==> src/assert_macros.svh <==
// ----------------------------------------------------------------------------
// assert_macros.svh
// Assertion helpers used by the radix-to-ASCII converter top level.
// Define ASSERT_OFF to compile all checks out.
// ----------------------------------------------------------------------------
`ifndef ASSERT_MACROS_SVH
`define ASSERT_MACROS_SVH

`ifndef ASSERT_OFF

// Same-cycle implication, disabled while reset is asserted
`define ASSERT_IMPLIES(label, clk, rst_n, ante, cons) \
    label: assert property (@(posedge clk) disable iff (!rst_n) (ante) |-> (cons)) \
        else $error("implication check failed");

// Next-cycle implication, disabled while reset is asserted
`define ASSERT_NEXT(label, clk, rst_n, ante, cons) \
    label: assert property (@(posedge clk) disable iff (!rst_n) (ante) |=> (cons)) \
        else $error("next-cycle check failed");

`else

`define ASSERT_IMPLIES(label, clk, rst_n, ante, cons)
`define ASSERT_NEXT(label, clk, rst_n, ante, cons)

`endif

`endif

==> src/u2a_pkg.sv <==
// ----------------------------------------------------------------------------
// u2a_pkg
// Shared types, constants and helper functions of the radix-to-ASCII converter.
// ----------------------------------------------------------------------------
`default_nettype none

package u2a_pkg;

    localparam int          DIGIT_DEPTH_DEF = 32;
    localparam int          QUEUE_DEPTH     = 2;
    localparam logic [5:0]  RADIX_MIN       = 6'd2;
    localparam logic [5:0]  RADIX_MAX       = 6'd36;
    localparam logic [5:0]  DIGIT_MAX       = 6'd35;
    localparam logic [5:0]  DECIMAL_DIGITS  = 6'd10;
    localparam logic [6:0]  CHAR_ZERO       = 7'h30;   // '0'
    localparam logic [6:0]  CHAR_ALPHA_BASE = 7'h57;   // 'a' - 10

    // One conversion request
    typedef struct packed {
        logic [31:0] value;
        logic [5:0]  radix;
    } u2a_item_t;

    // Front to queue
    typedef struct packed {
        logic      push;
        u2a_item_t item;
    } u2a_push_t;

    // Queue head to back
    typedef struct packed {
        logic      valid;
        u2a_item_t item;
    } u2a_head_t;

    // Result of one byte of long division
    typedef struct packed {
        logic [7:0] quo;
        logic [5:0] rem;
    } u2a_div_t;

    // Saturate the raw radix field into 2..36
    function automatic logic [5:0] clamp_radix(input logic [5:0] raw);
        logic [5:0] r;
        r = raw;
        if (r < RADIX_MIN) r = RADIX_MIN;
        if (r > RADIX_MAX) r = RADIX_MAX;
        return r;
    endfunction

    // Index of the highest nonzero byte, zero for an all-zero word
    function automatic logic [1:0] top_byte(input logic [31:0] w);
        logic [1:0] idx;
        if (w[31:24] != 8'd0)      idx = 2'd3;
        else if (w[23:16] != 8'd0) idx = 2'd2;
        else if (w[15:8] != 8'd0)  idx = 2'd1;
        else                       idx = 2'd0;
        return idx;
    endfunction

    // Eight restoring-division steps: partial remainder stays below the radix
    function automatic u2a_div_t div_byte(input logic [5:0] rem_in,
                                          input logic [7:0] byte_in,
                                          input logic [5:0] radix);
        u2a_div_t   res;
        logic [6:0] r;
        r       = {1'b0, rem_in};
        res.quo = 8'd0;
        for (int i = 7; i >= 0; i--) begin
            r = {r[5:0], byte_in[i]};
            if (r >= {1'b0, radix}) begin
                r          = r - {1'b0, radix};
                res.quo[i] = 1'b1;
            end
        end
        res.rem = r[5:0];
        return res;
    endfunction

    // Digit value to ASCII: 0-9 then a-z
    function automatic logic [6:0] glyph(input logic [5:0] d);
        logic [5:0] dc;
        logic [6:0] c;
        dc = (d > DIGIT_MAX) ? DIGIT_MAX : d;
        if (dc < DECIMAL_DIGITS) c = CHAR_ZERO + {1'b0, dc};
        else                     c = CHAR_ALPHA_BASE + {1'b0, dc};
        return c;
    endfunction

endpackage

`default_nettype wire

==> src/unsigned_to_base_n_ascii.sv <==
// Sequence: a request is registered into the request queue; the engine pops it,
//   then for each digit divides the current quotient byte by byte from its
//   highest nonzero byte down to byte zero, primes readout, then sends one digit
//   per cycle out while the output is not stalled.
// Throughput: one value per conversion; the next request queues meanwhile.
// Reset: asynchronous, active low; clears control state, not the digit store.
// ----------------------------------------------------------------------------
// unsigned_to_base_n_ascii
// Converts a 32-bit unsigned value to ASCII digits in radix 2..36, most
// significant digit first, tlast on the final digit.
// ----------------------------------------------------------------------------
`default_nettype none

`include "assert_macros.svh"

module unsigned_to_base_n_ascii #(
    parameter int DIGIT_DEPTH = u2a_pkg::DIGIT_DEPTH_DEF
) (
    input  wire logic        clk,
    input  wire logic        rst_n,
    input  wire logic        s_axis_tvalid,
    output logic             s_axis_tready,
    input  wire logic [39:0] s_axis_tdata,   // [31:0] value, [37:32] radix
    output logic             m_axis_tvalid,
    input  wire logic        m_axis_tready,
    output logic [7:0]       m_axis_tdata,   // [6:0] digit_char
    output logic             m_axis_tlast
);

    u2a_pkg::u2a_push_t q_push;
    u2a_pkg::u2a_head_t q_head;
    logic               q_full;
    logic               q_pop;

    u2a_front u_front (
        .s_axis_tvalid (s_axis_tvalid),
        .s_axis_tready (s_axis_tready),
        .s_axis_tdata  (s_axis_tdata),
        .q_full        (q_full),
        .q_push        (q_push)
    );

    u2a_queue u_queue (
        .clk    (clk),
        .rst_n  (rst_n),
        .q_push (q_push),
        .q_full (q_full),
        .q_head (q_head),
        .q_pop  (q_pop)
    );

    u2a_back #(
        .DIGIT_DEPTH (DIGIT_DEPTH)
    ) u_back (
        .clk           (clk),
        .rst_n         (rst_n),
        .q_head        (q_head),
        .q_pop         (q_pop),
        .m_axis_tvalid (m_axis_tvalid),
        .m_axis_tready (m_axis_tready),
        .m_axis_tdata  (m_axis_tdata),
        .m_axis_tlast  (m_axis_tlast)
    );

    // Output characters are only digits or lower-case letters
    `ASSERT_IMPLIES(a_char_range, clk, rst_n, m_axis_tvalid, (m_axis_tdata >= 8'h30 && m_axis_tdata <= 8'h39) || (m_axis_tdata >= 8'h61 && m_axis_tdata <= 8'h7a))

    // Engine never pops an empty queue
    `ASSERT_IMPLIES(a_pop_nonempty, clk, rst_n, q_pop, q_head.valid)

    // Front never pushes into a full queue
    `ASSERT_IMPLIES(a_no_push_full, clk, rst_n, q_full, !q_push.push)

    // A pop with no push frees a slot
    `ASSERT_NEXT(a_pop_frees, clk, rst_n, q_full && q_pop && !q_push.push, !q_full)

endmodule

`default_nettype wire

==> src/u2a_front.sv <==
// ----------------------------------------------------------------------------
// u2a_front
// Input side: takes requests from the stream, saturates the radix and
// pushes them into the request queue.
// ----------------------------------------------------------------------------
`default_nettype none

module u2a_front (
    input  wire logic                s_axis_tvalid,
    output logic                     s_axis_tready,
    input  wire logic [39:0]         s_axis_tdata,   // [31:0] value, [37:32] radix
    input  wire logic                q_full,
    output u2a_pkg::u2a_push_t       q_push
);

    // Ready whenever the queue has room
    assign s_axis_tready = !q_full;

    // Saturate the radix and push
    always_comb
    begin
        q_push.push       = s_axis_tvalid && !q_full;
        q_push.item.value = s_axis_tdata[31:0];
        q_push.item.radix = u2a_pkg::clamp_radix(s_axis_tdata[37:32]);
    end

endmodule

`default_nettype wire

==> src/u2a_queue.sv <==
// ----------------------------------------------------------------------------
// u2a_queue
// Short request queue between the front and the conversion engine.
// ----------------------------------------------------------------------------
`default_nettype none

module u2a_queue (
    input  wire logic               clk,
    input  wire logic               rst_n,
    input  wire u2a_pkg::u2a_push_t q_push,
    output logic                    q_full,
    output u2a_pkg::u2a_head_t      q_head,
    input  wire logic               q_pop
);

    localparam int PW = $clog2(u2a_pkg::QUEUE_DEPTH);
    localparam int CW = $clog2(u2a_pkg::QUEUE_DEPTH + 1);

    u2a_pkg::u2a_item_t entry_reg [u2a_pkg::QUEUE_DEPTH];
    logic [PW-1:0]      wr_ptr_reg, wr_ptr_next;
    logic [PW-1:0]      rd_ptr_reg, rd_ptr_next;
    logic [CW-1:0]      count_reg, count_next;
    logic               do_push, do_pop;

    assign q_full      = (count_reg == CW'(u2a_pkg::QUEUE_DEPTH));
    assign q_head.valid = (count_reg != '0);
    assign q_head.item  = entry_reg[rd_ptr_reg];

    assign do_push = q_push.push && !q_full;
    assign do_pop  = q_pop && q_head.valid;

    // Pointer and count update with wraparound
    always_comb
    begin
        wr_ptr_next = wr_ptr_reg;
        rd_ptr_next = rd_ptr_reg;
        count_next  = count_reg;
        if (do_push) begin
            wr_ptr_next = (wr_ptr_reg == PW'(u2a_pkg::QUEUE_DEPTH - 1)) ? '0 : wr_ptr_reg + 1'b1;
        end
        if (do_pop) begin
            rd_ptr_next = (rd_ptr_reg == PW'(u2a_pkg::QUEUE_DEPTH - 1)) ? '0 : rd_ptr_reg + 1'b1;
        end
        case ({do_push, do_pop})
            2'b10:   count_next = count_reg + 1'b1;
            2'b01:   count_next = count_reg - 1'b1;
            default: count_next = count_reg;
        endcase
    end

    // Control state
    always_ff @(posedge clk or negedge rst_n)
    begin
        if (!rst_n) begin
            wr_ptr_reg <= '0;
            rd_ptr_reg <= '0;
            count_reg  <= '0;
        end else begin
            wr_ptr_reg <= wr_ptr_next;
            rd_ptr_reg <= rd_ptr_next;
            count_reg  <= count_next;
        end
    end

    // Entry storage
    always_ff @(posedge clk)
    begin
        if (do_push) begin
            entry_reg[wr_ptr_reg] <= q_push.item;
        end
    end

endmodule

`default_nettype wire

==> src/u2a_back.sv <==
// ----------------------------------------------------------------------------
// u2a_back
// Conversion engine: byte-serial division by the radix into the digit
// store, then readout most significant digit first into the output register.
// ----------------------------------------------------------------------------
`default_nettype none

module u2a_back #(
    parameter int DIGIT_DEPTH = u2a_pkg::DIGIT_DEPTH_DEF
) (
    input  wire logic               clk,
    input  wire logic               rst_n,
    input  wire u2a_pkg::u2a_head_t q_head,
    output logic                    q_pop,
    output logic                    m_axis_tvalid,
    input  wire logic               m_axis_tready,
    output logic [7:0]              m_axis_tdata,   // [6:0] digit_char
    output logic                    m_axis_tlast
);

    localparam int AW = $clog2(DIGIT_DEPTH);

    typedef enum logic [1:0] {
        ST_IDLE,
        ST_DIV,
        ST_PREP,
        ST_EMIT
    } state_t;

    state_t            state_reg, state_next;
    logic [31:0]       quo_reg, quo_next;
    logic [5:0]        radix_reg, radix_next;
    logic [5:0]        rem_reg, rem_next;
    logic [1:0]        byte_idx_reg, byte_idx_next;
    logic [AW-1:0]     wr_idx_reg, wr_idx_next;
    logic [AW-1:0]     rd_idx_reg, rd_idx_next;
    logic              out_valid_reg, out_valid_next;
    logic [6:0]        out_char_reg, out_char_next;
    logic              out_last_reg, out_last_next;

    logic [5:0]        digit_mem [DIGIT_DEPTH];
    logic [5:0]        rd_data_reg;

    u2a_pkg::u2a_div_t step;
    logic [31:0]       quo_step;
    logic              wr_en;
    logic              out_free;

    // One byte of long division per cycle
    always_comb
    begin
        step     = u2a_pkg::div_byte(rem_reg, quo_reg[{byte_idx_reg, 3'b000} +: 8], radix_reg);
        quo_step = quo_reg;
        quo_step[{byte_idx_reg, 3'b000} +: 8] = step.quo;
    end

    assign wr_en    = (state_reg == ST_DIV) && (byte_idx_reg == 2'd0);
    assign out_free = !out_valid_reg || m_axis_tready;

    // Sequencer
    always_comb
    begin
        state_next     = state_reg;
        quo_next       = quo_reg;
        radix_next     = radix_reg;
        rem_next       = rem_reg;
        byte_idx_next  = byte_idx_reg;
        wr_idx_next    = wr_idx_reg;
        rd_idx_next    = rd_idx_reg;
        out_valid_next = out_valid_reg && !m_axis_tready;
        out_char_next  = out_char_reg;
        out_last_next  = out_last_reg;
        q_pop          = 1'b0;

        case (state_reg)
            ST_IDLE:
            begin
                if (q_head.valid) begin
                    q_pop         = 1'b1;
                    quo_next      = q_head.item.value;
                    radix_next    = q_head.item.radix;
                    rem_next      = '0;
                    byte_idx_next = u2a_pkg::top_byte(q_head.item.value);
                    wr_idx_next   = '0;
                    state_next    = ST_DIV;
                end
            end
            ST_DIV:
            begin
                quo_next = quo_step;
                if (byte_idx_reg != 2'd0) begin
                    byte_idx_next = byte_idx_reg - 1'b1;
                    rem_next      = step.rem;
                end else if (quo_step == 32'd0 || wr_idx_reg == AW'(DIGIT_DEPTH - 1)) begin
                    // last digit written this cycle
                    rd_idx_next = wr_idx_reg;
                    state_next  = ST_PREP;
                end else begin
                    wr_idx_next   = wr_idx_reg + 1'b1;
                    rem_next      = '0;
                    byte_idx_next = u2a_pkg::top_byte(quo_step);
                end
            end
            ST_PREP:
            begin
                // store read of the top digit lands this cycle
                state_next = ST_EMIT;
            end
            ST_EMIT:
            begin
                if (out_free) begin
                    out_valid_next = 1'b1;
                    out_char_next  = u2a_pkg::glyph(rd_data_reg);
                    out_last_next  = (rd_idx_reg == '0);
                    if (rd_idx_reg == '0) begin
                        state_next = ST_IDLE;
                    end else begin
                        rd_idx_next = rd_idx_reg - 1'b1;
                    end
                end
            end
            default:
            begin
                state_next = ST_IDLE;
            end
        endcase
    end

    // State and registered outputs
    always_ff @(posedge clk or negedge rst_n)
    begin
        if (!rst_n) begin
            state_reg     <= ST_IDLE;
            quo_reg       <= '0;
            radix_reg     <= u2a_pkg::RADIX_MIN;
            rem_reg       <= '0;
            byte_idx_reg  <= '0;
            wr_idx_reg    <= '0;
            rd_idx_reg    <= '0;
            out_valid_reg <= 1'b0;
            out_char_reg  <= u2a_pkg::CHAR_ZERO;
            out_last_reg  <= 1'b0;
        end else begin
            state_reg     <= state_next;
            quo_reg       <= quo_next;
            radix_reg     <= radix_next;
            rem_reg       <= rem_next;
            byte_idx_reg  <= byte_idx_next;
            wr_idx_reg    <= wr_idx_next;
            rd_idx_reg    <= rd_idx_next;
            out_valid_reg <= out_valid_next;
            out_char_reg  <= out_char_next;
            out_last_reg  <= out_last_next;
        end
    end

    // Digit store: one write port, registered read at the next read index
    always_ff @(posedge clk)
    begin
        if (wr_en) begin
            digit_mem[wr_idx_reg] <= step.rem;
        end
        rd_data_reg <= digit_mem[rd_idx_next];
    end

    assign m_axis_tvalid = out_valid_reg;
    assign m_axis_tdata  = {1'b0, out_char_reg};
    assign m_axis_tlast  = out_last_reg;

endmodule

`default_nettype wire

==> config.mk <==
export PLATFORM = sky130hd
export DESIGN_NAME = unsigned_to_base_n_ascii
export DESIGN_NICKNAME = d
export VERILOG_FILES = /design/src/u2a_pkg.sv /design/src/unsigned_to_base_n_ascii.sv /design/src/u2a_front.sv /design/src/u2a_queue.sv /design/src/u2a_back.sv
export VERILOG_INCLUDE_DIRS = /design/src /design/src/src
export SDC_FILE = /design/constraint.sdc
export NUM_CORES = 1
export LEC_CHECK = 0
export BUFFER_PORTS_ARGS = -buffer_cell sky130_fd_sc_hd__buf_2
export CAP_MARGIN = 30
export CELL_PAD_IN_SITES_DETAIL_PLACEMENT = 1
export CELL_PAD_IN_SITES_GLOBAL_PLACEMENT = 1
export CORE_ASPECT_RATIO = 0.6
export CORE_MARGIN = 3
export CORE_UTILIZATION = 52
export DETAILED_ROUTE_END_ITERATION = 10
export PLACE_DENSITY = 0.85
export SYNTH_ARGS = -nofsm -noshare
export SYNTH_HDL_FRONTEND = slang
export SYNTH_SLANG_ARGS = --single-unit
==> constraint.sdc <==
create_clock -name clk -period 26.1 [get_ports clk]
set_input_delay 5.22 -clock clk [delete_from_list [all_inputs] [get_ports clk]]
set_output_delay 5.22 -clock clk [all_outputs]
set_load 0.02 [all_outputs]
==> impl_metrics.ini <==
[routing]
wirelength_mm = 48.7
dr_total_vias = 12300
routedWlPerCell_um = 25.1
drc = 0
viasPerCell = 6.35
first_pass_iters = 9
drt_iter0_markers = 1136
final_antenna_net_count = 0

[synth]
yosysSeqAreaShare = 0.563
synthFlopType = edfxtp_1
ys_types = 84
syn_area_sq_um = 17700
synth_common_cells = edfxtp_1, mux2i_1, nand2_1
synth.mux.area_fraction = 0.127
synth_area_leader_cell = edfxtp_1
synth_top_family_by_area = multiplexers
yosysMostFrequentCell = edfxtp_1
ys_seq_elements = 345
syn_avg_cell_area_sq_um = 12.5
synth-compound-area-share = 0.118
synth_xor_area_frac = 0.0149
synth_fa_ha_area_frac = 0.0577
synth-warning-count = 0
netlist.area_leader.share = 0.455
async_flop_share = 0.206
syn_inst = 1410
synth-edff-count = 268
ys_top_cells_by_area = edfxtp_1, dfrtp_1, mux2i_1, ha_1, mux2_2
synth-simple-area-share = 0.0923
syn_nets = 1530

[global_routing]
gr-total-overflow = 0
grt_max_degree = 72
grt_first_pass_wirelength_mm = 76.1
grt_pass1_vias = 13000
antenna_found_initial = 1
track_usage = 0.272

[layout]
final_util = 0.595
largest_register_ffs = 192
antenna_cells = 0
drive_above_1_share = 0.144
fin_cells = 1939
area_growth_syn_to_layout_pct = 10.9
fin_nets = 1584

[clock_network]
cts-resized-gates = 0
numCtsBuffers = 34
cts_max_level = 2
clockRootBuffer = clkbuf_16
hold_buffers = 0
cts_tree = yes
clockBufferDepth = 3
clk_latency_ps = 530
clk_transition_reported_paths_ps = 70
postCtsSetupRepairBufs = 0
clock_sinks = 345

[worst_setup_path]
reg2reg_to = u_back.rd_data_reg[3]
start_kind = flip-flop
critPathArrivalTime_ps = 25040
cp_slowest_cell = dfrtp_1
crit_path_end = u_back.rd_data_reg[3]
worstSetupPathType = flip-flop to flip-flop
required_ps = 26500
cp-end-kind = flip-flop
cp_max_fo = 37
r2r_start = u_back.byte_idx_reg[0]
cp-startpoint = u_back.byte_idx_reg[0]
max_stage_delay_ps = 660
cp_common_cell = o21ai_0
r2r_cells = 87
rrSetupSlack_ps = 1460

[die]
die_x_um = 244
die_h_um = 149
rows = 51
io_pins = 55
dieArea_sq_um = 36300
start_util = 0.536
core_sq_um = 33000

[placement]
dp_cells = 1876
port_buffers = 51
place.gp.congestion = 0.892
hpwl_mm = 33.9

[timing]
period_share = 0.944
hold_slack_ps = 487
fin_skew_ps = 22.2
worst_slew_pin_slew_ps = 1060
finalSetupViolations = 0
final-hold-violation-count = 0
slew_headroom = 0.289
slew_violations = 0
fin_crit_ps = 24640
grt_setup_unrepaired = no
fmax_mhz = 40.6
setup_tns_ps = 0

[job]
cap_violations = 0

[run_status]
status = finished, final reports clean

[hold_path]
min_path_type = flip-flop to flip-flop
cell type report:
| type | instances | area (sq um) |
|---|---|---|
| Clock buffer | 47 | 962 |
| Tap cell | 450 | 563 |
| Clock inverter | 14 | 175 |
| Inverter | 55 | 206 |
| Multi-Input combinational cell | 957 | 7300 |
| Sequential cell | 345 | 9950 |
| Fill cell | 3293 | 13400 |
| Timing Repair Buffer | 71 | 460 |
cells in the final DEF, fill, tap and decap left out, drive strengths merged, types with 8 or more instances in the layout:
master	n
a211oi	10
a21o	12
a21oi	52
a22o	35
and3	9
buf	71
clkbuf	47
clkinv	8
dfrtp	68
edfxtp	268
fa	8
ha	68
inv	57
mux2	59
mux2i	149
nand2	107
nand2b	11
nand3	21
nand3b	9
nor2	88
nor2b	15
nor3	20
nor4	21
o21ai	78
o22ai	33
xnor2	16
xor2	14
critical path, delay by kind of cell (launching register included):
family / cells / cell delay [ps]
AO/OA/AOI/OAI: 44 / 14030
AND/OR/NAND/NOR: 18 / 3400
multiplexers: 7 / 2320
adder cells (fa/ha/maj): 8 / 2150
buffers and inverters: 10 / 1830
flip-flops: 1 / 660
metal layers:
layer	up-vias	track usage	wire length [um]	share of wire
met5	-	0	13	0.00027
met1	6299	0.400	22000	0.45
met4	2	0.0599	970	0.020
li1	5477	-	-	-
met3	76	0.0781	5030	0.10
met2	465	0.403	20600	0.42
logic make-up after synthesis:
family,Yosys count
buffers and inverters,108
DFF,345
other,1
xor gates and xnor gates,30
adders and majority gates,77
muxes,212
and+or+nand+nor,338
AOI/OAI and AO/OA,299
worst min path at each step:
stage                                 from                     end  slack (ps)  cells past startpoint
CTS                 u_back.out_char_reg[3]  u_back.out_char_reg[3]         490                      2
global placement    u_back.out_char_reg[3]  u_back.out_char_reg[3]         470                      2
floorplan              u_back.radix_reg[2]     u_back.radix_reg[2]         450                      2
detailed placement  u_back.out_char_reg[3]  u_back.out_char_reg[3]         470                      2
finish              u_back.out_char_reg[3]  u_back.out_char_reg[3]         490                      2
global route        u_back.out_char_reg[5]  u_back.out_char_reg[5]         520                      1
per-stage QoR:
stage                     setup slack [ps]  instance area [sq um]
after detailed placement              1080                  18400
after CTS                              732                  19600
after global placement                2110                  18400
after global routing                   212                  19600
final                                 1460                  19600
after floorplan                       6350                  17700
Power is not shown: default switching activity piles up to over one toggle a cycle in this logic, so the estimate is an artifact.
